--- src/hw/rtl/fcf_pkg.sv ---
// shared types, register codes and crc helper for the byte-stuffing framer
`default_nettype none

package fcf_pkg;

  // configuration register indexes
  localparam logic [2:0] CFG_FLAG_VALUE    = 3'd0;
  localparam logic [2:0] CFG_ESCAPE_VALUE  = 3'd1;
  localparam logic [2:0] CFG_ESCAPE_MASK   = 3'd2;
  localparam logic [2:0] CFG_CRC_POLY      = 3'd3;
  localparam logic [2:0] CFG_CRC_BIG_END   = 3'd4;

  localparam int unsigned CFG_INDEX_W = 3;
  localparam int unsigned CFG_DATA_W  = 16;

  // reset values of the configuration registers
  localparam logic [7:0]  RST_FLAG_VALUE   = 8'h7E;
  localparam logic [7:0]  RST_ESCAPE_VALUE = 8'h7D;
  localparam logic [7:0]  RST_ESCAPE_MASK  = 8'h20;
  localparam logic [15:0] RST_CRC_POLY     = 16'h1021;
  localparam logic        RST_CRC_BIG_END  = 1'b0;

  // queue depth between front and back
  localparam int unsigned DEF_QUEUE_DEPTH = 4;

  // live configuration seen by the front and the back
  typedef struct packed {
    logic [7:0]  flag_value;
    logic [7:0]  escape_value;
    logic [7:0]  escape_mask;
    logic [15:0] crc_polynomial;
    logic        crc_big_endian;
  } fcf_cfg_t;

  // one classified input transaction
  typedef struct packed {
    logic        open;   // frame opens with this byte
    logic        last;   // frame closes after this byte
    logic [7:0]  data;
    logic [15:0] crc;    // crc including this byte
  } fcf_job_t;

  // queue status towards both sides
  typedef struct packed {
    logic empty;
    logic full;
  } fcf_qstat_t;

  // output sequencer steps
  typedef enum logic [2:0] {
    STEP_FIRST,
    STEP_OPEN,
    STEP_DATA,
    STEP_CRC1,
    STEP_CRC2,
    STEP_CLOSE
  } fcf_step_t;

  // fold one byte into the crc, msb first
  function automatic logic [15:0] fcf_crc_fold(input logic [15:0] crc,
                                               input logic [7:0]  b,
                                               input logic [15:0] poly);
    logic [15:0] c;
    c = crc ^ {b, 8'h00};
    for (int k = 0; k < 8; k++) begin
      if (c[15]) begin
        c = {c[14:0], 1'b0} ^ poly;
      end else begin
        c = {c[14:0], 1'b0};
      end
    end
    return c;
  endfunction

endpackage

`default_nettype wire

--- src/hw/rtl/fcf_front.sv ---
// front end: accepts payload bytes, tracks the open frame and the running crc
`default_nettype none

module fcf_front (
  input  wire logic              clk,
  input  wire logic              rst_n,
  input  wire logic              in_tvalid,
  output logic                   in_tready,
  input  wire logic [7:0]        in_tdata,
  input  wire logic              in_tlast,
  input  wire fcf_pkg::fcf_cfg_t cfg,
  input  wire fcf_pkg::fcf_qstat_t qstat,
  output logic                   push,
  output fcf_pkg::fcf_job_t      job
);
  import fcf_pkg::*;

  logic [15:0] crc_r, crc_nxt;
  logic        in_frame_r, in_frame_nxt;
  logic [15:0] crc_base;

  // take a transaction whenever the queue has room
  assign in_tready = !qstat.full;
  assign push      = in_tvalid && in_tready;

  // classify and fold the byte into the crc
  assign crc_base = in_frame_r ? crc_r : 16'h0000;

  always_comb begin
    job.open = !in_frame_r;
    job.last = in_tlast;
    job.data = in_tdata;
    job.crc  = fcf_crc_fold(crc_base, in_tdata, cfg.crc_polynomial);
  end

  always_comb begin
    crc_nxt      = crc_r;
    in_frame_nxt = in_frame_r;
    if (push) begin
      crc_nxt      = job.crc;
      in_frame_nxt = !in_tlast;
    end
  end

  always_ff @(posedge clk) begin
    if (!rst_n) begin
      crc_r      <= 16'h0000;
      in_frame_r <= 1'b0;
    end else begin
      crc_r      <= crc_nxt;
      in_frame_r <= in_frame_nxt;
    end
  end

  // a closing byte leaves no frame open
  a_close_frame: assert property (@(posedge clk) disable iff (!rst_n)
    push && in_tlast |=> !in_frame_r)
    else $error("frame still open after closing byte");

endmodule

`default_nettype wire

--- src/hw/rtl/fcf_queue.sv ---
// short queue of classified transactions between front and back
`default_nettype none

module fcf_queue #(
  parameter int unsigned DEPTH = fcf_pkg::DEF_QUEUE_DEPTH
) (
  input  wire logic                clk,
  input  wire logic                rst_n,
  input  wire logic                push,
  input  wire fcf_pkg::fcf_job_t   push_job,
  input  wire logic                pop,
  output fcf_pkg::fcf_job_t        head,
  output fcf_pkg::fcf_qstat_t      qstat
);
  import fcf_pkg::*;

  localparam int unsigned AW = (DEPTH > 1) ? $clog2(DEPTH) : 1;
  localparam int unsigned CW = $clog2(DEPTH + 1);

  fcf_job_t        slot_r [DEPTH];
  logic [AW-1:0]   wr_ptr_r, wr_ptr_nxt;
  logic [AW-1:0]   rd_ptr_r, rd_ptr_nxt;
  logic [CW-1:0]   count_r, count_nxt;

  assign qstat.empty = (count_r == '0);
  assign qstat.full  = (count_r == CW'(DEPTH));
  assign head        = slot_r[rd_ptr_r];

  // pointer and fill count update
  always_comb begin
    wr_ptr_nxt = wr_ptr_r;
    rd_ptr_nxt = rd_ptr_r;
    count_nxt  = count_r;
    if (push) begin
      wr_ptr_nxt = (wr_ptr_r == AW'(DEPTH - 1)) ? '0 : wr_ptr_r + 1'b1;
    end
    if (pop) begin
      rd_ptr_nxt = (rd_ptr_r == AW'(DEPTH - 1)) ? '0 : rd_ptr_r + 1'b1;
    end
    if (push && !pop) begin
      count_nxt = count_r + 1'b1;
    end else if (pop && !push) begin
      count_nxt = count_r - 1'b1;
    end
  end

  always_ff @(posedge clk) begin
    if (!rst_n) begin
      wr_ptr_r <= '0;
      rd_ptr_r <= '0;
      count_r  <= '0;
    end else begin
      wr_ptr_r <= wr_ptr_nxt;
      rd_ptr_r <= rd_ptr_nxt;
      count_r  <= count_nxt;
    end
  end

  // storage, no reset needed
  always_ff @(posedge clk) begin
    if (push) begin
      slot_r[wr_ptr_r] <= push_job;
    end
  end

  // no write into a full queue, no read from an empty one
  a_no_overflow: assert property (@(posedge clk) disable iff (!rst_n)
    !(push && qstat.full) && !(pop && qstat.empty))
    else $error("queue overflow or underflow");

endmodule

`default_nettype wire

--- src/hw/rtl/fcf_back.sv ---
// back end: expands queued transactions into flags, stuffed bytes and crc
`default_nettype none

module fcf_back (
  input  wire logic                clk,
  input  wire logic                rst_n,
  input  wire fcf_pkg::fcf_cfg_t   cfg,
  input  wire fcf_pkg::fcf_job_t   head,
  input  wire fcf_pkg::fcf_qstat_t qstat,
  output logic                     pop,
  output logic                     out_tvalid,
  input  wire logic                out_tready,
  output logic [7:0]               out_tdata,
  output logic                     out_tuser,
  output logic                     out_tlast
);
  import fcf_pkg::*;

  fcf_step_t   step_r, step_nxt, cur_step;
  logic        esc_pend_r, esc_pend_nxt;
  logic        out_valid_r, out_valid_nxt;
  logic [7:0]  out_data_r, out_data_nxt;
  logic        out_end_r, out_end_nxt;
  logic        out_last_r, out_last_nxt;
  logic        can_emit, emit, done;
  logic [7:0]  sel_byte;
  logic        hit;

  assign can_emit = !out_valid_r || out_tready;
  assign emit     = can_emit && !qstat.empty;
  assign pop      = emit && done;

  // the first step of a fresh transaction depends on whether it opens a frame
  assign cur_step = (step_r == STEP_FIRST) ? (head.open ? STEP_OPEN : STEP_DATA) : step_r;

  // byte subject to stuffing in this step
  always_comb begin
    case (cur_step)
      STEP_CRC1: sel_byte = cfg.crc_big_endian ? head.crc[15:8] : head.crc[7:0];
      STEP_CRC2: sel_byte = cfg.crc_big_endian ? head.crc[7:0] : head.crc[15:8];
      default:   sel_byte = head.data;
    endcase
  end

  assign hit = (sel_byte == cfg.flag_value) || (sel_byte == cfg.escape_value);

  // next step
  always_comb begin
    step_nxt     = step_r;
    esc_pend_nxt = esc_pend_r;
    done         = 1'b0;
    case (cur_step)
      STEP_OPEN: begin
        step_nxt = STEP_DATA;
      end
      STEP_DATA, STEP_CRC1, STEP_CRC2: begin
        if (hit && !esc_pend_r) begin
          esc_pend_nxt = 1'b1;
          step_nxt     = cur_step;
        end else begin
          esc_pend_nxt = 1'b0;
          case (cur_step)
            STEP_DATA: begin
              if (head.last) begin
                step_nxt = STEP_CRC1;
              end else begin
                step_nxt = STEP_FIRST;
                done     = 1'b1;
              end
            end
            STEP_CRC1: step_nxt = STEP_CRC2;
            default:   step_nxt = STEP_CLOSE;
          endcase
        end
      end
      STEP_CLOSE: begin
        step_nxt = STEP_FIRST;
        done     = 1'b1;
      end
      default: begin
        step_nxt = STEP_FIRST;
      end
    endcase
    if (!emit) begin
      step_nxt     = step_r;
      esc_pend_nxt = esc_pend_r;
    end
  end

  // output byte of this step
  always_comb begin
    out_valid_nxt = out_valid_r && !out_tready;
    out_data_nxt  = out_data_r;
    out_end_nxt   = out_end_r;
    out_last_nxt  = out_last_r;
    if (emit) begin
      out_valid_nxt = 1'b1;
      out_end_nxt   = 1'b0;
      out_last_nxt  = 1'b0;
      case (cur_step)
        STEP_OPEN: begin
          out_data_nxt = cfg.flag_value;
        end
        STEP_DATA, STEP_CRC1, STEP_CRC2: begin
          if (hit && !esc_pend_r) begin
            out_data_nxt = cfg.escape_value;
          end else begin
            out_data_nxt = esc_pend_r ? (sel_byte ^ cfg.escape_mask) : sel_byte;
            out_last_nxt = (cur_step == STEP_DATA) && !head.last;
          end
        end
        STEP_CLOSE: begin
          out_data_nxt = cfg.flag_value;
          out_end_nxt  = 1'b1;
          out_last_nxt = 1'b1;
        end
        default: begin
          out_data_nxt = cfg.flag_value;
        end
      endcase
    end
  end

  always_ff @(posedge clk) begin
    if (!rst_n) begin
      step_r      <= STEP_FIRST;
      esc_pend_r  <= 1'b0;
      out_valid_r <= 1'b0;
    end else begin
      step_r      <= step_nxt;
      esc_pend_r  <= esc_pend_nxt;
      out_valid_r <= out_valid_nxt;
    end
  end

  // output payload, no reset needed
  always_ff @(posedge clk) begin
    out_data_r <= out_data_nxt;
    out_end_r  <= out_end_nxt;
    out_last_r <= out_last_nxt;
  end

  assign out_tvalid = out_valid_r;
  assign out_tdata  = out_data_r;
  assign out_tuser  = out_end_r;
  assign out_tlast  = out_last_r;

  // the closing flag always ends the run of its transaction
  a_end_is_last: assert property (@(posedge clk) disable iff (!rst_n)
    out_tvalid && out_tuser |-> out_tlast)
    else $error("frame end without end of run");

  // a pending escape only lives in a stuffed step
  a_esc_step: assert property (@(posedge clk) disable iff (!rst_n)
    esc_pend_r |-> (step_r == STEP_DATA || step_r == STEP_CRC1 || step_r == STEP_CRC2))
    else $error("escape pending outside stuffed step");

endmodule

`default_nettype wire

--- src/hw/rtl/crc16_byte_stuffing_framer.sv ---
// top level of the byte-stuffing framer with crc-16 and configuration registers
//
// Input channel in_*: one payload byte per transaction in in_tdata[7:0],
// in_tlast marks the final byte of a packet. Output channel out_*: one line
// byte per transaction in out_tdata[7:0], out_tuser high on the closing flag,
// out_tlast high on the final line byte caused by an input transaction.
// Configuration: cfg_we writes cfg_wdata to register cfg_index (0 flag,
// 1 escape, 2 mask, 3 polynomial, 4 crc byte order) at the clock edge.
// An input is written into the queue, then its first line byte is registered
// in the output register behind out_tvalid, which sends one line byte per
// cycle while out_tready is high. An input yields 1 to 8 line bytes: 1 for a
// plain byte, 2 for an escaped byte, plus one for an opening flag and up to
// five for the crc and closing flag. The front takes a transaction every cycle
// while the queue of QUEUE_DEPTH entries has room.
// Reset: registers return to their defaults, no frame is open, the queue and
// output register are empty. When out_tready is low the output byte holds,
// the queue fills and in_tready drops once it is full.
`default_nettype none

module crc16_byte_stuffing_framer #(
  parameter int unsigned QUEUE_DEPTH = fcf_pkg::DEF_QUEUE_DEPTH
) (
  input  wire logic                             clk,
  input  wire logic                             rst_n,
  input  wire logic                             in_tvalid,
  output logic                                  in_tready,
  input  wire logic [7:0]                       in_tdata,   // [7:0] payload_byte
  input  wire logic                             in_tlast,
  output logic                                  out_tvalid,
  input  wire logic                             out_tready,
  output logic [7:0]                            out_tdata,  // [7:0] line_byte
  output logic                                  out_tuser,  // [0] frame_end
  output logic                                  out_tlast,
  input  wire logic                             cfg_we,
  input  wire logic [fcf_pkg::CFG_INDEX_W-1:0]  cfg_index,
  input  wire logic [fcf_pkg::CFG_DATA_W-1:0]   cfg_wdata
);
  import fcf_pkg::*;

  fcf_cfg_t   cfg_r, cfg_nxt;
  fcf_job_t   push_job, head;
  fcf_qstat_t qstat;
  logic       push, pop;

  // configuration register writes
  always_comb begin
    cfg_nxt = cfg_r;
    if (cfg_we) begin
      case (cfg_index)
        CFG_FLAG_VALUE:   cfg_nxt.flag_value     = cfg_wdata[7:0];
        CFG_ESCAPE_VALUE: cfg_nxt.escape_value   = cfg_wdata[7:0];
        CFG_ESCAPE_MASK:  cfg_nxt.escape_mask    = cfg_wdata[7:0];
        CFG_CRC_POLY:     cfg_nxt.crc_polynomial = cfg_wdata[15:0];
        CFG_CRC_BIG_END:  cfg_nxt.crc_big_endian = cfg_wdata[0];
        default:          cfg_nxt = cfg_r;
      endcase
    end
  end

  always_ff @(posedge clk) begin
    if (!rst_n) begin
      cfg_r.flag_value     <= RST_FLAG_VALUE;
      cfg_r.escape_value   <= RST_ESCAPE_VALUE;
      cfg_r.escape_mask    <= RST_ESCAPE_MASK;
      cfg_r.crc_polynomial <= RST_CRC_POLY;
      cfg_r.crc_big_endian <= RST_CRC_BIG_END;
    end else begin
      cfg_r <= cfg_nxt;
    end
  end

  fcf_front u_front (
    .clk       (clk),
    .rst_n     (rst_n),
    .in_tvalid (in_tvalid),
    .in_tready (in_tready),
    .in_tdata  (in_tdata),
    .in_tlast  (in_tlast),
    .cfg       (cfg_r),
    .qstat     (qstat),
    .push      (push),
    .job       (push_job)
  );

  fcf_queue #(
    .DEPTH (QUEUE_DEPTH)
  ) u_queue (
    .clk      (clk),
    .rst_n    (rst_n),
    .push     (push),
    .push_job (push_job),
    .pop      (pop),
    .head     (head),
    .qstat    (qstat)
  );

  fcf_back u_back (
    .clk        (clk),
    .rst_n      (rst_n),
    .cfg        (cfg_r),
    .head       (head),
    .qstat      (qstat),
    .pop        (pop),
    .out_tvalid (out_tvalid),
    .out_tready (out_tready),
    .out_tdata  (out_tdata),
    .out_tuser  (out_tuser),
    .out_tlast  (out_tlast)
  );

endmodule

`default_nettype wire

--- config.mk ---
export PLATFORM = sky130hd
export DESIGN_NAME = crc16_byte_stuffing_framer
export DESIGN_NICKNAME = d
export VERILOG_FILES = /design/src/hw/rtl/fcf_pkg.sv /design/src/hw/rtl/fcf_front.sv /design/src/hw/rtl/fcf_queue.sv /design/src/hw/rtl/fcf_back.sv /design/src/hw/rtl/crc16_byte_stuffing_framer.sv
export SDC_FILE = /design/constraint.sdc
export NUM_CORES = 1
export LEC_CHECK = 0
export BUFFER_PORTS_ARGS = -buffer_cell sky130_fd_sc_hd__buf_2
export CORE_UTILIZATION = 60
export DETAILED_ROUTE_END_ITERATION = 6
export PLACE_DENSITY = 0.85
export REMOVE_ABC_BUFFERS = 1
export SYNTH_ARGS = -nofsm -noshare
export SYNTH_HDL_FRONTEND = slang
export SYNTH_HIERARCHICAL = 1
export SYNTH_SLANG_ARGS = --single-unit
--- constraint.sdc ---
create_clock -name clk -period 5.8 [get_ports clk]
set_input_delay 0.29 -clock clk [delete_from_list [all_inputs] [get_ports clk]]
set_output_delay 0.29 -clock clk [all_outputs]
set_load 0.005 [all_outputs]
======== After elaboration in Yosys (flattened, before gate mapping) ========
Memories as Yosys holds them, arrays and structs flattened. A register that Yosys moved wholly into a read port is not among the register bits.
Cells that the tools add are included.
word-level totals
  memory bits (writable) .................. 104
  memories kept ........................... 1
  register bits after elaboration ......... 80
  output and inout port bits .............. 12
  input bits .............................. 33
  logic and storage cells ................. 114
memory list
  memory          words  width  read ports  clocked after memory_dff  write ports  line             source
  u_queue.slot_r  4      26     1           1                         1            fcf_queue.sv:20  fcf_job_t slot_r [DEPTH];
cells by class
  equality and inequality tests ........... 14
  add/sub/neg operators ................... 4
  mux-type cells .......................... 38
  bitwise logic cells ..................... 10
  reduce and logical (&&, ||, !) cells .... 31
operator list
  operator                                              number
  2-to-1 mux 16 bit                                     9
  XOR 16 bit                                            9
  2-to-1 mux 8 bit                                      5
  equality test 8 bit                                   2
  one-hot mux 8 bit (2 select lines)                    1
  equality test 3 x 2 -> 1 bit (second input constant)  4
  equality test 3 bit (second input constant)           4
  2-to-1 mux 2 bit                                      6
  2-to-1 mux 3 bit                                      4
  one-hot mux 3 bit (2 select lines)                    2
  AND reduction 2 bit                                   6
  zero test 1 bit                                       10
  zero test 3 bit                                       3
  2-to-1 mux 1 bit                                      9
  logical AND 1 bit                                     8
  XOR 8 bit                                             1
  equality test 3 x 1 -> 1 bit (second input constant)  2
  adder 2 x 1 -> 2 bit (second input constant)          2
  equality test 2 bit (second input constant)           2
  one-hot mux 1 bit (2 select lines)                    2
  adder 3 x 1 -> 3 bit (second input constant)          1
  OR reduction 3 bit                                    1
  subtractor 3 x 1 -> 3 bit (second input constant)     1
  logical OR 1 bit                                      2
  nonzero test 2 bit                                    1

======== Longest topological paths before layout ========
  depth in word-level cells ............... 18
  mapped depth ............................ 19
  depth with buffers taken out ............ 16

======== Modules after synthesis ========
The synthesis kept the hierarchy.
by module, submodules not included
  module                      area an instance (um^2)  times used  seq. area each (um^2)  cells an instance
  fcf_queue                   4255.3                   1           3303.2                 180
  fcf_front                   3992.6                   1           340.3                  562
  fcf_back                    1687.9                   1           400.4                  206
  crc16_byte_stuffing_framer  1666.6                   1           820.8                  166

======== Least setup slack after synthesis ========
No wires, ideal clock.
  path kind ............................... register to register
  start ................................... register u_front.crc_r[15]
  end ..................................... memory u_queue/slot_r[0][12] in the netlist's numbering, data pin
  clock period less this slack ............ 4183 ps
  required time ........................... 5521 ps
  path buffers ............................ 4
  stages on the path, launching flop included .. 19
  library setup time ...................... 279 ps
  slack ................................... 1617 ps
  arrival ................................. 3904 ps
  cell sequence ........................... dfxtp_1 -> buf_4 -> xor2_4 -> a21oi_2 -> or3_1 -> buf_2 -> a2111oi_4 -> o211ai_2 -> a31o_4 -> and3_1 -> o31a_1 -> or2_1 -> buf_4 -> a311oi_2 -> nor3_4 -> xnor2_4 -> buf_2 -> nand2_1 -> xnor2_1
RTL lines
  item                    line             source
  start, declared         fcf_front.sv:18  logic [15:0] crc_r, crc_nxt;
  start signal, assigned  fcf_front.sv:50  crc_r <= crc_nxt;
  end, declared           fcf_queue.sv:20

==> results by group <==
Worst setup path
  • Slowest cell on the critical path: dfxtp_1
  • CP top delay family: compound AO/OA/AOI/OAI gates
  • Worst reg2reg setup slack: 600 ps
  • Reg2reg end: u_queue/slot_r[3][15]
  • Startpoint Class: register
  • Maximum fanout along the worst path: 24
  • FF-to-FF Start: u_front/crc_r[15]
  • Crit. End Element: register
  • Peak per-stage delay on the critical path: 610 ps
  • Worst Path Buf+Inv: 2
  • Crit Path Class: reg2reg
  • Worst path cell trace: xor2_4, a21oi_2, nor3_2, o31a_1, mux2i_1, and3_1, buf_4, a21oi_1, o31a_1, or2_1, buf_4, a311oi_2, nor3_4, xnor2_4, nand2_1, xnor2_1
  • Crit path DAT: 5410 ps
  • Reg2Reg Depth: 16
  • Critical Path RT: 6020 ps

Placed design
  • Setup WS pre-CTS: 696 ps
  • GPL Wtd Cong: 0.894
  • Hpwl dp: 19.1 mm
  • I/O Buffers: 44

Floorplanning
  • Die ar.: 19900 um^2
  • Std-Cell Rows: 50
  • I/O Pins: 45
  • Die Y: 141 um
  • Initial Utilization: 61.6%
  • Core Footprint: 18800 um^2
  • Die width: 141 um

Logic synthesis
  • Register area share after synthesis: 41.9%
  • Syn. warnings: 6
  • Post-synth cell types: 102
  • Asr flop ratio synth: 0%
  • Synthesized flop and latch total: 186
  • Synthesized instance count: 1114
  • Avg Cell Area, Syn: 10.4 um^2
  • Post-synth EDFFs: 114
  • Synthesized area: 11600 um^2
  • Main flop type after synthesis: edfxtp_1

STA
  • Final Max Tran Viols: 0
  • Setup_tns: 0 ps
  • Slew HR: 18.3%
  • Hold WS: 95.9 ps
  • Max Clk Rate: 192 MHz
  • RSZ-0062 raised after global routing: false
  • Fin. Hold Viols: 0
  • Tmin final: 5200 ps
  • Skew final: 8.38 ps
  • Final Setup Violations: 0
  • Worst slew pin tran: 1210 ps
  • Final worst path period share: 89.6%
  • Setup WS post-layout: 601 ps

Power and ir drop
  • Switching pwr: 1.69 mW
  • Cell internal pwr: 3.02 mW
  • Pwr/cell area: 379 nW/um^2
  • Switching portion of total power: 35.9%
  • Leak: 4.28 nW
  • Clock power share: 24.9%
  • Flop pwr share: 39.1%
  • Peak VDD IR: 0.267 mV
  • Logic pwr share: 36.0%

Worst hold path
  • Hold path endpoint: cfg_r[10]
  • HP Start: cfg_wdata[9]
  • Hold path depth: 3
  • HP Class: in2reg

CTS
  • Root buffer cell: clkbuf_16
  • Resized cells post-CTS: 0
  • CTS tree: built
  • Quantity of hold-fixing buffers added after cts: 0
  • Num CTS Buffers: 17
  • H-tree Lvls: 4
  • Sink Count: 186
  • Insertion delay to the later sink of the worst-skew pair: 440 ps
  • Post-CTS Setup Bufs: 0
  • CTS clk-pin slew, worst paths: 70 ps
  • Clk buf depth: 2

Routing
  • Total number of vias: 8767
  • First-pass DRT Iterations: 5
  • Residual DRC: 0
  • Antenna viol nets, final: 0
  • Via density: 6.35
  • Drt initial violations: 950
  • Routed WL: 28.1 mm
  • WL per Instance: 20.4 um

Cells and area
  • Fin nets: 1147
  • ANT cells: 0
  • Syn-to-layout area delta: 6.98%
  • Register area: 4870 um^2
  • Fill count: 1380
  • Multi-input logic area: 6170 um^2
  • Fraction of layout cells with a size suffix above 1: 16.1%

Global routing
  • Largest net degree at the start of global routing: 62
  • Vias in the first global route: 7990
  • Total GRT Usage: 28.8%
  • Total grt overflow: 0
  • First-pass GRT wire length: 43.6 mm
  • Initial antenna violation count: 0

Flow run
  • Max_cap viols: 0

Status
  • Outcome: finished, final reports clean
-- kinds of logic (layout without fill, tap and decap cells) --
group	after synthesis	count (layout)	synth area share, %
muxes	100	100	12.0
adders and majority gates	7	7	0.820
xor gates and xnor gates	120	120	9.91
DFF	186	186	41.9
AOI/OAI and AO/OA	181	181	12.5
and+or+nand+nor	412	412	17.9
buffers and inverters	108	114	4.93
-- synth_stat cells (5+ instances only) --
library cell,count,share of area [%]
nand2_1,183,5.9
nor3_1,14,0.60
o22ai_1,5,0.27
xor2_1,21,1.6
a21oi_1,18,0.78
buf_2,19,0.82
nand3_1,40,1.7
buf_4,15,0.97
clkbuf_1,43,1.4
edfxtp_1,114,30
mux2_4,6,0.78
nor2b_1,32,1.7
xnor2_1,92,6.9
mux2i_1,54,4.7
mux2_2,14,1.4
nor3b_1,10,0.65
and2_1,10,0.54
mux4_2,20,3.9
o311ai_1,10,0.75
o21a_1,11,0.71
and3_1,13,0.70
a32oi_1,12,0.91
dfxtp_1,72,12
nor2_1,47,1.5
a21o_1,7,0.45
ha_1,6,0.65
nand4_1,10,0.54
buf_6,7,0.68
a211oi_1,6,0.39
o211ai_1,10,0.65
mux4_1,6,1.4
or3_1,16,0.86
a21boi_0,5,0.32
o21ai_0,36,1.6
inv_1,16,0.52
nand2b_1,5,0.27
-- power by group through the flow --
stage          Clock (mW)  Sequential, mW  Combinational, mW
3_5_place_dp            0            1.86               1.65
4_1_cts              1.18            1.84               1.67
3_3_place_gp            0            1.85               1.60
6_report             1.17            1.84               1.70
5_1_grt              1.23            1.86               1.82
2_1_floorplan           0            1.84               1.20
-- flip-flops by register name, indices dropped and copies added (netlist names), named ones only --
name                cells
u_back/step_r           3
u_queue/slot_r        104
u_back/out_tuser        1
u_queue/wr_ptr_r        2
u_queue/count_r         3
u_back/out_tdata        8
u_front/crc_r          16
u_back/out_tlast        1
cfg_r                  41
u_front/in_frame_r      1
u_back/esc_pend_r       1
u_queue/rd_ptr_r        2
u_back/out_tvalid       1
-- metrics by stage --
stage	total power, mW	area [um^2]	cells	utilization, %
floorplan	3.04	11100	1023	-
global placement	3.45	11800	1348	62.7
detailed placement	3.51	11800	1348	62.7
CTS	4.69	12400	1380	65.9
global route	4.90	12400	1380	65.9
finish	4.71	12400	1380	65.9
-- worst max path at each step --
stage	cells after the start	slack, ps	to	start
after CTS	16	690	u_queue/slot_r[2][15]	u_front/crc_r[15]
after detailed placement	17	700	u_queue/slot_r[0][11]	in_tdata[7]
after global routing	15	160	u_queue/slot_r[3][15]	u_front/crc_r[15]
after global placement	16	900	u_queue/slot_r[0][4]	in_tdata[7]
after floorplan	14	850	u_queue/slot_r[0][4]	cfg_r[16]
final	16	600	u_queue/slot_r[3][15]	u_front/crc_r[15]
-- routing by layer --
layer,up-vias,global-route usage [%],wire length (um)
met1,4269,38.0,11700
met2,410,47.4,13800
met4,0,11.9,846
li1,4032,-,-
met3,56,4.52,1810
met5,-,0,0
-- area by class of cell --
class / instances / share of cell area (%)
inverter: 17 / 0.514
sequential: 186 / 39.2
tap: 260 / 2.62
clock buffer: 18 / 3.49
clock inverter: 14 / 1.38
multi-input combinational: 820 / 49.7
timing repair buffer: 65 / 3.06
-- placed cells by master (no fill, tap or decap), types with 7 or more instances in the layout --
cell type / netlist / layout
nand2_1: 183 / 183
edfxtp_1: 114 / 114
xnor2_1: 92 / 92
dfxtp_1: 72 / 71
mux2i_1: 54 / 54
nor2_1: 47 / 47
buf_2: 19 / 43
nand3_1: 40 / 40
o21ai_0: 36 / 36
nor2b_1: 32 / 32
buf_4: 15 / 22
xor2_1: 21 / 21
mux4_2: 20 / 20
a21oi_1: 18 / 18
clkbuf_16: 0 / 17
inv_1: 16 / 16
or3_1: 16 / 16
mux2_2: 14 / 14
nor3_1: 14 / 14
and3_1: 13 / 13
a32oi_1: 12 / 12
o21a_1: 11 / 11
nand4_1: 10 / 10
o211ai_1: 10 / 10
nor3b_1: 10 / 10
and2_1: 10 / 10
o311ai_1: 10 / 10
a21o_1: 7 / 7
-- worst reg2reg max path, stage by stage (launching register included) --
cell and delay, ps:
dfxtp_1 610, xor2_4 300, a21oi_2 130, nor3_2 400, o31a_1 380, mux2i_1 290, and3_1 190, buf_4 230
a21oi_1 130, o31a_1 320, or2_1 230, buf_4 200, a311oi_2 320, nor3_4 120, xnor2_4 560, nand2_1 200
xnor2_1 370
Power figures use the tool's default switching activity.
